[src/lsbd_pkg.sv]
`timescale 1ns / 1ps
// ----------------------------------------------------------------------------
// lsbd_pkg
// Shared types and constants for the lsb stego bitmap deframer.
// ----------------------------------------------------------------------------
package lsbd_pkg;

  // register defaults and limits
  localparam logic [15:0] MagicWordReset   = 16'd10787;
  localparam logic [7:0]  HeaderBytesReset = 8'd54;
  localparam logic [31:0] MaxExtLen        = 32'd16;

  // configuration register indexes
  localparam logic CfgMagicWord   = 1'b0;
  localparam logic CfgHeaderBytes = 1'b1;

  // queue between front and back
  localparam int unsigned FifoDepth = 2;
  localparam int unsigned FifoAw    = $clog2(FifoDepth);

  // result kinds
  typedef enum logic [2:0] {
    KIND_EXT_BYTE  = 3'd0,
    KIND_DATA_BYTE = 3'd1,
    KIND_EXT_LEN   = 3'd2,
    KIND_DATA_LEN  = 3'd3,
    KIND_BAD_MAGIC = 3'd4,
    KIND_EXT_LONG  = 3'd5
  } kind_e;

  // back end parse phase
  typedef enum logic [5:0] {
    PH_MAGIC   = 6'b000001,
    PH_EXTLEN  = 6'b000010,
    PH_EXT     = 6'b000100,
    PH_DATALEN = 6'b001000,
    PH_DATA    = 6'b010000,
    PH_IDLE    = 6'b100000
  } phase_e;

  // one classified image byte
  typedef struct packed {
    logic restart;   // frame start seen on this byte
    logic payload;   // byte carries a hidden bit
    logic data_bit;  // bit zero of the byte
  } entry_t;

endpackage

[src/lsbd_if.sv]
`timescale 1ns / 1ps
// ----------------------------------------------------------------------------
// lsbd_in_if / lsbd_out_if
// Valid/ready channels for image bytes and recovered results.
// ----------------------------------------------------------------------------
interface lsbd_in_if;
  logic       valid;
  logic       ready;
  logic [7:0] image_byte;
  logic       frame_start;

  modport source (output valid, output image_byte, output frame_start, input ready);
  modport sink   (input valid, input image_byte, input frame_start, output ready);
endinterface

interface lsbd_out_if;
  logic        valid;
  logic        ready;
  logic [31:0] out_value;
  logic [2:0]  out_kind;
  logic        out_last;

  modport source (output valid, output out_value, output out_kind, output out_last,
                  input ready);
  modport sink   (input valid, input out_value, input out_kind, input out_last,
                  output ready);
endinterface

[src/lsbd_front.sv]
`timescale 1ns / 1ps
// ----------------------------------------------------------------------------
// lsbd_front
// Accepts image bytes, skips the bitmap header and classifies each byte.
// ----------------------------------------------------------------------------
module lsbd_front (
  input  logic               clk_i,
  input  logic               rst_ni,
  input  logic [7:0]         header_bytes_i,
  input  logic               in_valid_i,
  input  logic [7:0]         image_byte_i,
  input  logic               frame_start_i,
  output logic               in_ready_o,
  input  logic               q_full_i,
  output logic               push_o,
  output lsbd_pkg::entry_t   entry_o
);
  import lsbd_pkg::*;

  logic       hdr_active_q, hdr_active_d;
  logic [7:0] hdr_count_q, hdr_count_d;
  logic       accept;
  logic       act;
  logic [7:0] cnt;
  logic       skip;

  assign in_ready_o = !q_full_i;
  assign accept     = in_valid_i && !q_full_i;

  // header skip after a frame start (or reset)
  assign act  = frame_start_i ? 1'b1 : hdr_active_q;
  assign cnt  = frame_start_i ? 8'd0 : hdr_count_q;
  assign skip = act && (cnt < header_bytes_i);

  always_comb begin
    hdr_active_d = hdr_active_q;
    hdr_count_d  = hdr_count_q;
    if (accept) begin
      hdr_active_d = skip;
      hdr_count_d  = skip ? cnt + 8'd1 : cnt;
    end
  end

  // only restarts and payload bytes go to the back end
  assign push_o           = accept && (frame_start_i || !skip);
  assign entry_o.restart  = frame_start_i;
  assign entry_o.payload  = !skip;
  assign entry_o.data_bit = image_byte_i[0];

  always_ff @(posedge clk_i or negedge rst_ni) begin
    if (!rst_ni) begin
      hdr_active_q <= 1'b1;
      hdr_count_q  <= 8'd0;
    end else begin
      hdr_active_q <= hdr_active_d;
      hdr_count_q  <= hdr_count_d;
    end
  end

endmodule

[src/lsbd_fifo.sv]
`timescale 1ns / 1ps
// ----------------------------------------------------------------------------
// lsbd_fifo
// Short queue of classified bytes between front and back end.
// ----------------------------------------------------------------------------
module lsbd_fifo (
  input  logic             clk_i,
  input  logic             rst_ni,
  input  logic             push_i,
  input  lsbd_pkg::entry_t entry_i,
  output logic             full_o,
  input  logic             pop_i,
  output logic             empty_o,
  output lsbd_pkg::entry_t entry_o
);
  import lsbd_pkg::*;

  entry_t             mem_q [FifoDepth];
  logic [FifoAw-1:0]  wr_ptr_q, wr_ptr_d;
  logic [FifoAw-1:0]  rd_ptr_q, rd_ptr_d;
  logic [FifoAw:0]    count_q, count_d;
  logic               do_push, do_pop;

  assign full_o  = (count_q == (FifoAw + 1)'(FifoDepth));
  assign empty_o = (count_q == '0);
  assign do_push = push_i && !full_o;
  assign do_pop  = pop_i && !empty_o;
  assign entry_o = mem_q[rd_ptr_q];

  // pointer and fill count update
  always_comb begin
    wr_ptr_d = wr_ptr_q;
    rd_ptr_d = rd_ptr_q;
    count_d  = count_q;
    if (do_push) begin
      wr_ptr_d = (wr_ptr_q == FifoAw'(FifoDepth - 1)) ? '0 : wr_ptr_q + 1'b1;
    end
    if (do_pop) begin
      rd_ptr_d = (rd_ptr_q == FifoAw'(FifoDepth - 1)) ? '0 : rd_ptr_q + 1'b1;
    end
    if (do_push && !do_pop) begin
      count_d = count_q + (FifoAw + 1)'(1);
    end else if (do_pop && !do_push) begin
      count_d = count_q - (FifoAw + 1)'(1);
    end
  end

  always_ff @(posedge clk_i) begin
    if (do_push) begin
      mem_q[wr_ptr_q] <= entry_i;
    end
  end

  always_ff @(posedge clk_i or negedge rst_ni) begin
    if (!rst_ni) begin
      wr_ptr_q <= '0;
      rd_ptr_q <= '0;
      count_q  <= '0;
    end else begin
      wr_ptr_q <= wr_ptr_d;
      rd_ptr_q <= rd_ptr_d;
      count_q  <= count_d;
    end
  end

endmodule

[src/lsbd_back.sv]
`timescale 1ns / 1ps
// ----------------------------------------------------------------------------
// lsbd_back
// Gathers hidden bits, parses the frame and holds results in an output register.
// ----------------------------------------------------------------------------
module lsbd_back (
  input  logic             clk_i,
  input  logic             rst_ni,
  input  logic [15:0]      magic_word_i,
  input  logic             q_empty_i,
  input  lsbd_pkg::entry_t entry_i,
  output logic             pop_o,
  output logic             res_valid_o,
  input  logic             res_ready_i,
  output logic [31:0]      out_value_o,
  output logic [2:0]       out_kind_o,
  output logic             out_last_o
);
  import lsbd_pkg::*;

  phase_e      phase_q, phase_d;
  logic [4:0]  bit_count_q, bit_count_d;
  logic [31:0] shift_q, shift_d;
  logic [7:0]  magic_low_q, magic_low_d;
  logic        magic_second_q, magic_second_d;
  logic [31:0] remaining_q, remaining_d;

  logic        valid_q, valid_d;
  logic [31:0] value_q, value_d;
  kind_e       kind_q, kind_d;
  logic        last_q, last_d;

  logic        emit;
  logic [31:0] word;
  logic        done;
  logic        take;

  // take the next byte when the output register is free or draining
  assign pop_o = !q_empty_i && (!valid_q || res_ready_i);

  always_comb begin
    phase_d        = phase_q;
    bit_count_d    = bit_count_q;
    shift_d        = shift_q;
    magic_low_d    = magic_low_q;
    magic_second_d = magic_second_q;
    remaining_d    = remaining_q;
    emit           = 1'b0;
    value_d        = value_q;
    kind_d         = kind_q;
    last_d         = last_q;
    word           = '0;
    done           = 1'b0;
    take           = 1'b0;

    if (pop_o) begin
      // frame start drops the current frame
      if (entry_i.restart) begin
        phase_d        = PH_MAGIC;
        bit_count_d    = '0;
        shift_d        = '0;
        magic_low_d    = '0;
        magic_second_d = 1'b0;
        remaining_d    = '0;
      end

      // bit gathering, lsb first
      take = entry_i.payload && (phase_d != PH_IDLE);
      word = shift_d | (32'(entry_i.data_bit) << bit_count_d);
      if (phase_d == PH_EXTLEN || phase_d == PH_DATALEN) begin
        done = (bit_count_d == 5'd31);
      end else begin
        done = (bit_count_d >= 5'd7);
      end
      if (take) begin
        if (done) begin
          shift_d     = '0;
          bit_count_d = '0;
        end else begin
          shift_d     = word;
          bit_count_d = bit_count_d + 5'd1;
        end
      end

      // frame parse on each completed value
      if (take && done) begin
        case (phase_d)
          PH_MAGIC: begin
            if (!magic_second_d) begin
              magic_low_d    = word[7:0];
              magic_second_d = 1'b1;
            end else begin
              magic_second_d = 1'b0;
              if ({word[7:0], magic_low_d} != magic_word_i) begin
                phase_d = PH_IDLE;
                emit    = 1'b1;
                value_d = '0;
                kind_d  = KIND_BAD_MAGIC;
                last_d  = 1'b0;
              end else begin
                phase_d = PH_EXTLEN;
              end
            end
          end
          PH_EXTLEN: begin
            emit   = 1'b1;
            last_d = 1'b0;
            if (word > MaxExtLen) begin
              phase_d = PH_IDLE;
              value_d = '0;
              kind_d  = KIND_EXT_LONG;
            end else begin
              remaining_d = word;
              phase_d     = (word == '0) ? PH_DATALEN : PH_EXT;
              value_d     = word;
              kind_d      = KIND_EXT_LEN;
            end
          end
          PH_EXT: begin
            remaining_d = remaining_d - 32'd1;
            if (remaining_d == '0) begin
              phase_d = PH_DATALEN;
            end
            emit    = 1'b1;
            value_d = {24'd0, word[7:0]};
            kind_d  = KIND_EXT_BYTE;
            last_d  = 1'b0;
          end
          PH_DATALEN: begin
            remaining_d = word;
            phase_d     = (word == '0) ? PH_IDLE : PH_DATA;
            emit        = 1'b1;
            value_d     = word;
            kind_d      = KIND_DATA_LEN;
            last_d      = (word == '0);
          end
          PH_DATA: begin
            remaining_d = remaining_d - 32'd1;
            emit        = 1'b1;
            value_d     = {24'd0, word[7:0]};
            kind_d      = KIND_DATA_BYTE;
            last_d      = (remaining_d == '0);
            if (remaining_d == '0) begin
              phase_d = PH_IDLE;
            end
          end
          default: begin
            emit = 1'b0;
          end
        endcase
      end
    end

    // output register occupancy
    if (emit) begin
      valid_d = 1'b1;
    end else if (res_ready_i) begin
      valid_d = 1'b0;
    end else begin
      valid_d = valid_q;
    end
  end

  assign res_valid_o = valid_q;
  assign out_value_o = value_q;
  assign out_kind_o  = kind_q;
  assign out_last_o  = last_q;

  always_ff @(posedge clk_i) begin
    value_q <= value_d;
    kind_q  <= kind_d;
    last_q  <= last_d;
  end

  always_ff @(posedge clk_i or negedge rst_ni) begin
    if (!rst_ni) begin
      phase_q        <= PH_MAGIC;
      bit_count_q    <= '0;
      shift_q        <= '0;
      magic_low_q    <= '0;
      magic_second_q <= 1'b0;
      remaining_q    <= '0;
      valid_q        <= 1'b0;
    end else begin
      phase_q        <= phase_d;
      bit_count_q    <= bit_count_d;
      shift_q        <= shift_d;
      magic_low_q    <= magic_low_d;
      magic_second_q <= magic_second_d;
      remaining_q    <= remaining_d;
      valid_q        <= valid_d;
    end
  end

endmodule

[src/lsb_stego_bmp_deframer.sv]
`timescale 1ns / 1ps
// ----------------------------------------------------------------------------
// lsb_stego_bmp_deframer
// Recovers a hidden frame from bit zero of a bitmap byte stream.
// ----------------------------------------------------------------------------
// Usage:
//   src_i carries one image byte per transaction; frame_start marks the first
//   byte of an image and restarts parsing. res_o carries one recovered value
//   per transaction: magic and extension length errors, the extension length,
//   extension bytes, the data length and data bytes, the final one flagged.
//   Configuration (magic word, header length) is written through cfg_we_i,
//   cfg_idx_i and cfg_wdata_i while no transaction is in flight.
// Timing:
//   one image byte per cycle sustained while res_o is not stalled. The byte
//   that completes a result is classified and written into the queue when
//   it is accepted; the back end then pops it and parses the result into the
//   output register.
// Reset:
//   parsing starts as if a frame had begun; registers take their defaults.
// Stalls:
//   while res_o is stalled the back end holds; a two-entry queue keeps
//   accepting bytes until it fills, then src_i.ready drops.
// ----------------------------------------------------------------------------
module lsb_stego_bmp_deframer (
  input  logic        clk_i,
  input  logic        rst_ni,
  lsbd_in_if.sink     src_i,
  lsbd_out_if.source  res_o,
  input  logic        cfg_we_i,
  input  logic        cfg_idx_i,
  input  logic [15:0] cfg_wdata_i
);
  import lsbd_pkg::*;

  logic [15:0] magic_word_q;
  logic [7:0]  header_bytes_q;
  logic        q_full, q_empty, push, pop;
  entry_t      push_entry, pop_entry;

  // configuration registers
  always_ff @(posedge clk_i or negedge rst_ni) begin
    if (!rst_ni) begin
      magic_word_q   <= MagicWordReset;
      header_bytes_q <= HeaderBytesReset;
    end else if (cfg_we_i) begin
      case (cfg_idx_i)
        CfgMagicWord:   magic_word_q   <= cfg_wdata_i;
        CfgHeaderBytes: header_bytes_q <= cfg_wdata_i[7:0];
        default:        magic_word_q   <= magic_word_q;
      endcase
    end
  end

  // front end: header skip and classification
  lsbd_front u_front (
    .clk_i          (clk_i),
    .rst_ni         (rst_ni),
    .header_bytes_i (header_bytes_q),
    .in_valid_i     (src_i.valid),
    .image_byte_i   (src_i.image_byte),
    .frame_start_i  (src_i.frame_start),
    .in_ready_o     (src_i.ready),
    .q_full_i       (q_full),
    .push_o         (push),
    .entry_o        (push_entry)
  );

  // queue between the two halves
  lsbd_fifo u_fifo (
    .clk_i   (clk_i),
    .rst_ni  (rst_ni),
    .push_i  (push),
    .entry_i (push_entry),
    .full_o  (q_full),
    .pop_i   (pop),
    .empty_o (q_empty),
    .entry_o (pop_entry)
  );

  // back end: bit gathering and frame parse
  lsbd_back u_back (
    .clk_i        (clk_i),
    .rst_ni       (rst_ni),
    .magic_word_i (magic_word_q),
    .q_empty_i    (q_empty),
    .entry_i      (pop_entry),
    .pop_o        (pop),
    .res_valid_o  (res_o.valid),
    .res_ready_i  (res_o.ready),
    .out_value_o  (res_o.out_value),
    .out_kind_o   (res_o.out_kind),
    .out_last_o   (res_o.out_last)
  );

endmodule
[src/flat_wrapper.sv]
// flat-port wrapper written by rule: the top's interface ports become plain ports
module lsb_stego_bmp_deframer_flat import lsbd_pkg::*;
  (clk_i, rst_ni, cfg_we_i, cfg_idx_i, cfg_wdata_i, src_i_valid, src_i_image_byte, src_i_frame_start, src_i_ready, res_o_valid, res_o_out_value, res_o_out_kind, res_o_out_last, res_o_ready);
  lsbd_in_if src_i_i ();
  lsbd_out_if res_o_i ();
  input  logic clk_i;
  input  logic rst_ni;
  input  logic cfg_we_i;
  input  logic cfg_idx_i;
  input  logic [15:0] cfg_wdata_i;
  input wire logic [$bits(src_i_i.valid)-1:0] src_i_valid;
  input wire logic [$bits(src_i_i.image_byte)-1:0] src_i_image_byte;
  input wire logic [$bits(src_i_i.frame_start)-1:0] src_i_frame_start;
  output wire logic [$bits(src_i_i.ready)-1:0] src_i_ready;
  output wire logic [$bits(res_o_i.valid)-1:0] res_o_valid;
  output wire logic [$bits(res_o_i.out_value)-1:0] res_o_out_value;
  output wire logic [$bits(res_o_i.out_kind)-1:0] res_o_out_kind;
  output wire logic [$bits(res_o_i.out_last)-1:0] res_o_out_last;
  input wire logic [$bits(res_o_i.ready)-1:0] res_o_ready;
  assign src_i_i.valid = src_i_valid;
  assign src_i_i.image_byte = src_i_image_byte;
  assign src_i_i.frame_start = src_i_frame_start;
  assign src_i_ready = src_i_i.ready;
  assign res_o_valid = res_o_i.valid;
  assign res_o_out_value = res_o_i.out_value;
  assign res_o_out_kind = res_o_i.out_kind;
  assign res_o_out_last = res_o_i.out_last;
  assign res_o_i.ready = res_o_ready;
  lsb_stego_bmp_deframer u_core (.clk_i(clk_i), .rst_ni(rst_ni), .src_i(src_i_i), .res_o(res_o_i), .cfg_we_i(cfg_we_i), .cfg_idx_i(cfg_idx_i), .cfg_wdata_i(cfg_wdata_i));
endmodule
[config.mk]
export PLATFORM = sky130hd
export DESIGN_NAME = lsb_stego_bmp_deframer_flat
export DESIGN_NICKNAME = d
export VERILOG_FILES = /design/src/lsbd_pkg.sv /design/src/lsbd_if.sv /design/src/lsbd_front.sv /design/src/lsbd_fifo.sv /design/src/lsbd_back.sv /design/src/lsb_stego_bmp_deframer.sv /design/src/flat_wrapper.sv
export SDC_FILE = /design/constraint.sdc
export NUM_CORES = 1
export LEC_CHECK = 0
export BUFFER_PORTS_ARGS = -buffer_cell sky130_fd_sc_hd__buf_2
export CAP_MARGIN = 20
export CORE_MARGIN = 1.5
export CORE_UTILIZATION = 45
export CTS_CLUSTER_DIAMETER = 60
export DETAILED_ROUTE_END_ITERATION = 7
export HOLD_SLACK_MARGIN = 0.02
export PLACE_DENSITY_LB_ADDON = 0.2
export SLEW_MARGIN = 10
export SYNTH_ARGS = -nofsm -noshare
export SYNTH_HDL_FRONTEND = slang
export SYNTH_SLANG_ARGS = --single-unit
[constraint.sdc]
create_clock -name clk_i -period 7.8 [get_ports clk_i]
set_input_delay 1.17 -clock clk_i [delete_from_list [all_inputs] [get_ports clk_i]]
set_output_delay 1.17 -clock clk_i [all_outputs]
set_load 0.05 [all_outputs]
## After elaboration in Yosys (flattened, before gate mapping)

Memories as Yosys holds them, arrays and structs flattened.
Index checks and enable logic that the tools add are counted.

- Logic and storage cells: 140
- Memories kept: 1
- Input bits: 31
- Bits in writable memories: 6
- Bits in registers: 158

- Equality and inequality tests: 11
- Bitwise operators: 2
- Shifts and indexed selects: 1
- Add/sub/neg operators: 7
- Order comparisons: 3
- Reductions and logical operators: 35
- Muxes and demuxes: 63

Memories:

| name | depth | width | rd ports | clocked after Yosys merged registers in | wr ports | RTL line | RTL |
|---|---|---|---|---|---|---|---|
| u_core.u_fifo.mem_q | 2 | 3 | 1 | 0 | 1 | lsbd_fifo.sv:18 | `entry_t mem_q [FifoDepth];` |

Operators with widths:

| operator | count |
|---|---|
| $mux 32 | 11 |
| $pmux 32 s4 | 1 |
| $pmux 32 s3 | 1 |
| $logic_not 32->1 | 2 |
| $mux 8 | 7 |
| $mux 6 | 9 |
| $gt 32x5->1 const B | 1 |
| $or 32x32->32 | 1 |
| $shl 1x5->32 | 1 |
| $sub 32x1->32 const B | 1 |
| $pmux 6 s5 | 1 |
| $mux 1 | 20 |
| $mux 5 | 4 |
| $ne 16x16->1 | 1 |
| $pmux 3 s5 | 1 |
| $reduce_and 5->1 | 3 |
| $logic_and 1x1->1 | 10 |
| $mux 3 | 3 |
| $add 8x1->8 const B | 1 |
| $lt 8x8->1 | 1 |
| $reduce_bool 4->1 | 2 |
| $eq 6x1->1 const B | 1 |
| $eq 6x2->1 const B | 1 |
| $eq 6x3->1 const B | 1 |
| other kinds (24) | 37 |

## Depth between registers and ports, before layout

Gate-level depths: netlist of the first run.

- Depth in word-level cells: 13
- Depth in mapped cells: 21
- Gate-level depth less buffers: 15

## Cells and area by module

From an unflattened synthesis of the first run, not the netlist that was laid out.

- Cells, all modules: 1030
- Area total of the unflattened synthesis: 9565.4 um^2

Modules (own cells, without submodules):

| module | instances | cells each | area an instance (um^2) |
|---|---|---|---|
| lsbd_back | 1 | 853 | 7383.3 |
| lsb_stego_bmp_deframer | 1 | 52 | 957.2 |
| lsbd_front | 1 | 97 | 814.5 |
| lsbd_fifo | 1 | 28 | 410.4 |

## Worst setup path after synthesis of the first run

OpenSTA, ideal clock, no wires.

- Path type: reg-to-reg
- Start: register u_core.u_fifo.rd_ptr_q
- End: register u_core.u_back.value_q[0], in the netlist u_core.u_back.out_value_o[0] (enable)
- Stages on the path, launching flop included: 17
- Data required time: 7.298 ns
- Arrival time: 6.301 ns
- Slack: 0.998 ns
- Clock period less this slack: 6.802 ns
- Cells stage by stage: dfrtp_1 buf_4 mux2i_4 buf_2 buf_2 buf_1 buf_1 clkbuf_1 and2_1 ha_1 nand2_1 nor2_1 ha_1 nor3_1 nor3b_2 nand2_1 nor4_1

- Cells in the longest elaborated chain, start to end: 9

Ends and longest elaborated chain:

| item | RTL line | RTL |
|---|---|---|
| start: declaration | lsbd_fifo.sv:20 | `logic [FifoAw-1:0] rd_ptr_q, rd_ptr_d;` |
| start signal: assignment | lsbd_fifo.sv:61 | `rd_ptr_q <= rd_ptr_d;` |
| $mem_v2 2x3 (*) | n/a |  |
| parallel branches: the longest is 7 deep, another holds $ge 5x3->1 | n/a |  |
| $reduce_and 5->1 (no source line) (*) | n/a |  |
| end signal: assignment | lsbd_back.sv:170 | `value_q <= value_d;` |
| end: declaration | lsbd_back.sv:29 | `logic [31:0] value_q, value_d;` |

Mark *: on every way between the ends. The select of a mux whose other input is x is not followed.
A chain may end at the register's enable or synchronous reset.

## Final worst setup path of the first run

- Start: register u_core.u_fifo.rd_ptr_q
- End: register u_core.u_back.remaining_q[0]

- Cells in the longest elaborated chain, start to end: 9

Ends and longest elaborated chain:

| item | RTL line | RTL |
|---|---|---|
| $mem_v2 2x3 (*) | n/a |  |
| $mux 5 or $mux 6 (tied branches) | lsbd_back.sv:58 | `if (entry_i.restart) begin` |
| $mux 5 or $mux 6 (tied branches) | lsbd_back.sv:56 | `if (pop_o) begin` |
| $shl 1x5->32 (tied with other cells) | lsbd_back.sv:69 | `word = shift_d \| (32'(entry_i.data_bit) << bit_count_d);` |
| $or 32x32->32 or $logic_or 1x1->1 (tied branches) | lsbd_back.sv:69, lsbd_back.sv:70 |  |
| $gt 32x5->1 or $mux 1 (tied branches) | lsbd_back.sv:108, lsbd_back.sv:70 |  |
| $mux 32 or $mux 1 (tied branches) | lsbd_back.sv:108, lsbd_back.sv:56 |  |
| $pmux 32 s3 or $logic_and 1x1->1 (tied branches) | lsbd_back.sv:87, lsbd_back.sv:86 |  |
| $mux 32 (*) | lsbd_back.sv:86 | `if (take && done) begin` |
| end signal: assignment | lsbd_back.sv:190 | `remaining_q <= remaining_d;` |
| end: declaration | lsbd_back.sv:26 | `logic [31:0] remaining_q, remaining_d;` |

Mark *: on every way between the ends. The rest lies on a longest branch, timed or not. The select of a mux whose other input is x is not followed.

==> results.yml, run 1 <==
critical_path:
  endpoint_kind: "register"
  rr_worst_depth: 11
  crit_slowest_cell: "sky130_fd_sc_hd__nand2b_1"
  path_class: "register to register"
  r2r_slack_ns: 3.09
  worstReg2RegStart: "u_core.u_fifo.rd_ptr_q"
  timing.critical_path.from_type: "register"
  worstPathCellList: "mux2i_4, buf_4, nand3_1, o21ai_0, a2111oi_0, nand4b_1, nor3_1, a21oi_2, buf_4, nand2b_1, o221ai_1"
  critPathRequiredTime_ns: 8.07
  cp_slowest_stage_delay_ns: 0.79
  r2r-end: "u_core.u_back.remaining_q[0]"
  crit_arrival_ns: 4.98
  worst-path-max-fanout: 74
  crit_path_frequent_cell: "sky130_fd_sc_hd__buf_4"
run_status:
  run_status: "finished clean"
logic_synthesis:
  synth_area_per_cell_um2: 9.43
  net_count_synth: 1029
  synth_seq_cells: 164
  synth-edff-count: 42
  postSynth.asyncResetShare_pct: 74.4
  synth_cells: 984
  synth.yosys.seq_area_share_pct: 46.7
  ys.flop_type: "sky130_fd_sc_hd__dfrtp_1"
  synthesis.yosys.warnings: 0
  mappedNetlistArea_um2: 9280
  yosys.cell_types.count: 79
sta:
  max_slew_headroom_at_the_worst_pin_pct: 32.6
  final_max_slew_viol_count: 0
  final.setup.tns_ns: 0
  clock.fmax_mhz: 212
  finalHoldViolCount: 0
  setup_repair_after_global_routing_missed_its_margin: "false"
  clock-skew-final_ns: 0.0107
  max_slew.worst_pin.slew_ns: 1.00
  period_needed_ns: 4.71
  final.setup.worst_slack_ns: 3.09
  setup_violations: 0
  fin_crit_sh_pct: 60.4
placed_design:
  dpl_worst_slack_ns: 3.16
  gp_routability_congestion: 0.880
  place.detailed.hpwl_um: 17800
  port_buffers: 61
clock_network:
  post_cts_resize_count: 0
  numCtsBuffers: 17
  clock_tree.root_cell: "sky130_fd_sc_hd__clkbuf_16"
  cts.sink_count: 164
  post_cts_hold_buffers: 0
  cts_max_path_buffers: 2
  h-tree-depth: 4
  tritoncts: "done"
  worstSkewPairLatency_ns: 0.44
  postCtsSetupRepairBufs: 0
  clk_transition_reported_paths_ns: 0.07
power_and_ir_drop:
  power_per_standard_cell_area_nw_per_um2: 245
  peakVddDrop_mv: 0.153
  total_leakage_power_nw: 4.48
routing:
  ant_nets_after_route: 0
  detailroute.via_count: 7969
  post_drt_via_cell_ratio: 6.10
  drt_iter0_markers: 866
  totalWireLength_um: 25900
  residual_drc_count: 0
  detail_route.wl_per_cell_um: 19.8
  drt-pass1-iter-count: 5
layout:
  layout_overhead_on_the_synthesized_area_pct: 12.3
  design.final.nets: 1068
  layout.filler_cells: 1855
  final_core_utilization_pct: 51.5
  final_layout_size_suffix_gt1_share_pct: 16.3
  antenna_cells_inserted: 0
global_routing:
  grt_first_pass_wirelength_um: 41400
  overflow: 0
  maximum_number_of_pins_on_one_net_before_global_route_repair: 75
  grt_use_total_pct: 24.8
  grt_pass1_vias: 7443
  antenna_found_initial: 0
flow_run:
  drv_cap: 0
die:
  chipWidth_um: 147
  die_y_um: 147
  core_area_um2: 20200
  std_cell_rows: 52
  ioPinCount: 69
  start_util_pct: 45.8
  die_area_um2: 21500
hold_path:
  timing.hold.worst.start: "u_core.u_back.shift_q[27]"
  holdCritPathClass: "register to register"
  hold-path-cell-count: 2
  whs_endpoint: "u_core.u_back.shift_q[27]"
[metal layers]
layer,part of all wire (%),up-vias,global-route usage [%]
met4,2.1,0,8.89
met1,46,3946,35.8
met5,0,-,0
met2,46,303,37.7
li1,-,3681,-
met3,6.7,39,4.03
[kinds of logic (layout without fill, tap and decap cells)]
logic type / Yosys count / after routing / share of synthesized area [%]
AND/OR/NAND/NOR: 385 / 385 / 21.2
AO/OA/AOI/OAI: 267 / 267 / 18.9
flip-flops: 164 / 164 / 46.7
buffers and inverters: 84 / 136 / 3.78
XOR/XNOR: 37 / 37 / 3.57
multiplexers: 33 / 33 / 4.03
adder cells (fa/ha/maj): 14 / 14 / 1.89
[worst max-delay path: cells and delay by family, from the launching register on]
| family | cells | cell delay [ns] |
|---|---|---|
| mux | 1 | 0.44 |
| simple gates | 4 | 1.34 |
| compound gates | 4 | 1.21 |
| buf+inv | 2 | 0.96 |
| flops | 1 | 0.59 |
[worst max path at each step]
stage	from	endpoint	slack (ns)	depth (start not counted)
3_3_place_gp	u_core.u_fifo.rd_ptr_q	u_core.u_back.remaining_q[8]	3.19	11
2_1_floorplan	u_core.u_fifo.rd_ptr_q	u_core.u_back.out_value_o[0]	1.0	16
6_report	u_core.u_fifo.rd_ptr_q	u_core.u_back.remaining_q[0]	3.09	11
3_5_place_dp	u_core.u_fifo.rd_ptr_q	u_core.u_back.remaining_q[0]	3.16	11
4_1_cts	u_core.u_fifo.rd_ptr_q	u_core.u_back.remaining_q[0]	3.17	11
5_1_grt	u_core.u_fifo.rd_ptr_q	u_core.u_back.remaining_q[0]	2.73	11
[power breakdown]
group / internal, mW / switching [mW] / total [mW]
Combinational: 0.175 / 0.457 / 0.632
Sequential: 0.948 / 0.0778 / 1.03
Clock: 0.508 / 0.390 / 0.898
Total: 1.63 / 0.924 / 2.56
[cells in the mapped netlist, drive strengths merged (4+ instances only)]
| library cell | count | share of area, % |
|---|---|---|
| a211oi | 5 | 0.46 |
| a21boi | 4 | 0.32 |
| a21o | 7 | 0.57 |
| a21oi | 40 | 2.2 |
| a221o | 6 | 0.65 |
| a22o | 22 | 2.1 |
| a22oi | 6 | 0.49 |
| a31oi | 17 | 1.3 |
| a32oi | 4 | 0.38 |
| and2 | 9 | 0.61 |
| and3 | 7 | 0.47 |
| buf | 18 | 1.1 |
| clkbuf | 35 | 1.4 |
| dfrtp | 110 | 30 |
| dfstp | 12 | 3.4 |
| edfxtp | 42 | 14 |
| ha | 14 | 1.9 |
| inv | 30 | 1.2 |
| mux2 | 25 | 3.0 |
| mux2i | 8 | 1.0 |
| nand2 | 110 | 4.5 |
| nand2b | 12 | 0.81 |
| nand3 | 23 | 1.3 |
| nand4 | 12 | 1.0 |
| nor2 | 89 | 3.6 |
| nor2b | 24 | 1.6 |
| nor3 | 37 | 2.0 |
| nor4 | 20 | 1.7 |
| nor4bb | 4 | 0.43 |
| o211ai | 11 | 0.89 |
| o21a | 8 | 0.65 |
| o21ai | 100 | 5.4 |
| o221ai | 7 | 0.66 |
| o22ai | 4 | 0.27 |
| o31ai | 4 | 0.38 |
| o32ai | 6 | 0.57 |
| or2 | 6 | 0.40 |
| or3 | 10 | 0.73 |
| or3b | 4 | 0.38 |
| or4 | 6 | 0.53 |
| xnor2 | 21 | 2.1 |
| xor2 | 16 | 1.5 |
[through the flow]
step                      total power, mW  hold slack, ns  std cells  instance area, um^2
after floorplan                      1.47           0.444        984                 9280
after global placement               1.65           0.463       1273                 9780
after detailed placement             1.66           0.470       1273                 9780
final                                2.56           0.482       1306                10400
after global routing                 2.66           0.510       1306                10400
after CTS                            2.56           0.486       1305                10400
[sequential cells by signal, indices dropped and copies added, names as in the netlist]
register	flops
u_core.header_bytes_q	8
u_core.u_front.hdr_count_q	8
u_core.u_back.bit_count_q	5
u_core.u_back.shift_q	32
u_core.u_front.hdr_active_q	1
u_core.u_back.out_kind_o	3
u_core.u_back.phase_q	6
u_core.magic_word_q	16
u_core.u_back.magic_second_q	1
u_core.u_back.magic_low_q	8
u_core.u_fifo.mem_q	6
u_core.u_fifo.rd_ptr_q	1
u_core.u_back.remaining_q	32
u_core.u_fifo.wr_ptr_q	1
u_core.u_back.out_value_o	32
u_core.u_fifo.count_q	2
u_core.u_back.out_last_o	1
u_core.u_back.res_valid_o	1
[cells in the final DEF, fill, tap and decap left out, types with 16 or more instances in the layout]
cell	netlist	final
sky130_fd_sc_hd__nand2_1	110	110
sky130_fd_sc_hd__dfrtp_1	110	110
sky130_fd_sc_hd__o21ai_0	98	98
sky130_fd_sc_hd__nor2_1	89	89
sky130_fd_sc_hd__buf_2	7	60
sky130_fd_sc_hd__edfxtp_1	42	42
sky130_fd_sc_hd__a21oi_1	40	39
sky130_fd_sc_hd__nor3_1	37	37
sky130_fd_sc_hd__inv_1	30	30
sky130_fd_sc_hd__mux2_2	25	25
sky130_fd_sc_hd__nor2b_1	24	24
sky130_fd_sc_hd__nand3_1	22	22
sky130_fd_sc_hd__a22o_1	22	22
sky130_fd_sc_hd__xnor2_1	20	20
sky130_fd_sc_hd__clkbuf_16	0	19
sky130_fd_sc_hd__nor4_1	18	17
sky130_fd_sc_hd__a31oi_1	16	16
sky130_fd_sc_hd__xor2_1	16	16
[layout make-up]
class                   instances  area [um^2]  share of cell area [%]
well taps                     270          338                    3.24
multi-input cells             736         4610                    44.2
inverters                      31          116                    1.12
clock inverters                11          129                    1.24
flip-flops and latches        164         4330                    41.5
repair buffers                 73          395                    3.79
clock buffers                  21          503                    4.83
No activity file was read; power rests on OpenSTA's default activity.
==> inputs of run 2 (changes only) <==
clock period = 3.9 ns   (was 7.8 ns; I/O delays follow)
==> run 2 against run 1 <==
- clock-buffer cell count down 2
- total power up 99%
- via count up 0.45%
- critical path depth up 1
- critical endpoint is now u_core.u_back.phase_q[2]
- largest cell class unchanged
==> results.yml, run 2 (same netlist as run 1, synthesis figures left out) <==
layout:
  stdcell_area_um2: 10700
  most-common-layout-cells: "sky130_fd_sc_hd__dfrtp_1, sky130_fd_sc_hd__nand2_1, sky130_fd_sc_hd__o21ai_0, sky130_fd_sc_hd__nor2_1, sky130_fd_sc_hd__buf_2"
  non_filler_cells_final: 1349
  layout_overhead_on_the_synthesized_area_pct: 15.7
  final_core_utilization_pct: 53.1
  layout.filler_cells: 1827
  final_layout_size_suffix_gt1_share_pct: 20.1
  commonest_non_fill_non_tap_cell_in_the_layout: "sky130_fd_sc_hd__dfrtp_1"
  design.final.nets: 1110
clock_network:
  tritoncts: "done"
  cts_max_path_buffers: 2
  post_cts_hold_buffers: 0
  clock_tree.root_cell: "sky130_fd_sc_hd__clkbuf_16"
  numCtsBuffers: 17
  worstSkewPairLatency_ns: 0.44
  clk_transition_reported_paths_ns: 0.07
  h-tree-depth: 4
  postCtsSetupRepairBufs: 0
  cts.sink_count: 164
global_routing:
  maximum_number_of_pins_on_one_net_before_global_route_repair: 67
  overflow: 0
  antenna_found_initial: 2
  grt_pass1_vias: 7640
  grt_first_pass_wirelength_um: 42300
  grt_use_total_pct: 25.4
sta:
  max_slew_headroom_at_the_worst_pin_pct: 30.4
  finalHoldViolCount: 0
  setup_repair_after_global_routing_missed_its_margin: "false"
  max_slew.worst_pin.slew_ns: 1.03
  fin_crit_sh_pct: 93.4
  period_needed_ns: 3.64
  final.setup.tns_ns: 0
  final.setup.worst_slack_ns: 0.256
  final_max_slew_viol_count: 0
  clock-skew-final_ns: 0.0133
  clock.fmax_mhz: 274
  hold-worst-slack_ns: 0.269
  setup_violations: 0
routing:
  ant_nets_after_route: 0
  drt-pass1-iter-count: 7
  drt_iter0_markers: 780
  post_drt_via_cell_ratio: 5.93
  residual_drc_count: 0
  totalWireLength_um: 26400
  detailroute.via_count: 8005
  detail_route.wl_per_cell_um: 19.6
placed_design:
  dp.cells: 1316
  dpl_worst_slack_ns: 0.215
  placement_cell_area_um2: 10200
  gp_routability_congestion: 0.905
  port_buffers: 61
  place.detailed.hpwl_um: 19000
power_and_ir_drop:
  switchingPower_mw: 1.86
  swShare_pct: 36.5
  power_per_standard_cell_area_nw_per_um2: 474
  peakVddDrop_mv: 0.331
  clock_power_share_pct: 32.2
  p_int_mw: 3.23
  total_leakage_power_nw: 4.66
  p_total_mw: 5.09
  seq_power_share_pct: 39.9
  power_frac_comb_pct: 27.9
critical_path:
  timing.critical_path.from_type: "register"
  critical-path-top-delay-family: "simple AND/OR/NAND/NOR gates"
  worst-path-max-fanout: 21
  crit_arrival_ns: 3.96
  worstReg2RegStart: "u_core.u_fifo.rd_ptr_q"
  path_buf_inv: 1
  path_class: "register to register"
  critPathRequiredTime_ns: 4.21
  endpoint_kind: "register"
  r2r-end: "u_core.u_back.phase_q[2]"
  r2r_slack_ns: 0.26
  worstPathCellList: "mux2i_4, nand2_1, ha_1, buf_4, nand2_1, a2111oi_1, o211ai_1, or3_1, nor4_1, nand4_2, a21boi_1, o21ai_1"
  crit_slowest_cell: "sky130_fd_sc_hd__dfrtp_1"
  cp_slowest_stage_delay_ns: 0.53
  rr_worst_depth: 12
  crit_path_frequent_cell: "sky130_fd_sc_hd__nand2_1"
flow_run:
  drv_cap: 0
die:
  die_y_um: 147
  ioPinCount: 69
  core_area_um2: 20200
  std_cell_rows: 52
  die_area_um2: 21500
  chipWidth_um: 147
  start_util_pct: 45.8
run_status:
  run_status: "finished clean"
hold_path:
  holdCritPathClass: "input pin to asynchronous set/reset pin"
run 2: power groups by stage:
stage	sequential, mW	clock, mW	combinational [mW]
final	2.03	1.64	1.42
after global routing	2.05	1.73	1.55
after CTS	2.03	1.66	1.41
after detailed placement	2.06	0	1.40
after global placement	2.06	0	1.39
after floorplan	2.00	0	0.994
run 2: layout make-up:
cell class | count | area, um^2 | area share (%)
antenna | 1 | 2.50 | 0.0233
tap | 270 | 338 | 3.15
inverter | 31 | 116 | 1.08
multi-input combinational | 736 | 4650 | 43.3
timing repair buffer | 115 | 738 | 6.88
sequential | 164 | 4330 | 40.3
clock inverter | 13 | 109 | 1.01
clock buffer | 19 | 454 | 4.23
run 2: per-layer routing:
layer  vias to the layer above  part of all wire [%]  track usage (%)
li1                       3764                     -                -
met5                         -                 0.045                0
met4                         2                   2.7             9.39
met3                        50                   6.6             5.72
met2                       286                    45             38.4
met1                      3903                    45             35.7
run 2: worst reg2reg max path, stage by stage (launching register included):
cell	delay, ns
sky130_fd_sc_hd__dfrtp_1	0.53
sky130_fd_sc_hd__mux2i_4	0.35
sky130_fd_sc_hd__nand2_1	0.15
sky130_fd_sc_hd__ha_1	0.16
sky130_fd_sc_hd__buf_4	0.26
sky130_fd_sc_hd__nand2_1	0.08
sky130_fd_sc_hd__a2111oi_1	0.48
sky130_fd_sc_hd__o211ai_1	0.12
sky130_fd_sc_hd__or3_1	0.40
sky130_fd_sc_hd__nor4_1	0.30
sky130_fd_sc_hd__nand4_2	0.30
sky130_fd_sc_hd__a21boi_1	0.32
sky130_fd_sc_hd__o21ai_1	0.09
run 2: repair_timing:
| item | in CTS | in global routing |
|---|---|---|
| setup endpoints to repair | 0 | 19 |
| hold endpoints to repair | 0 | 0 |
| resized for setup | 0 | 3 |
run 2: how the worst max path moves through the flow:
stage,from,end,cells after the start
6_report,u_core.u_fifo.rd_ptr_q,u_core.u_back.phase_q[2],12
5_1_grt,u_core.u_fifo.rd_ptr_q,u_core.u_back.remaining_q[6],14
4_1_cts,u_core.u_fifo.rd_ptr_q,u_core.u_back.remaining_q[20],11
3_5_place_dp,u_core.u_fifo.rd_ptr_q,u_core.u_back.remaining_q[20],11
3_3_place_gp,u_core.u_fifo.rd_ptr_q,u_core.u_back.phase_q[0],12
2_1_floorplan,u_core.u_fifo.rd_ptr_q,u_core.u_back.out_value_o[0],16
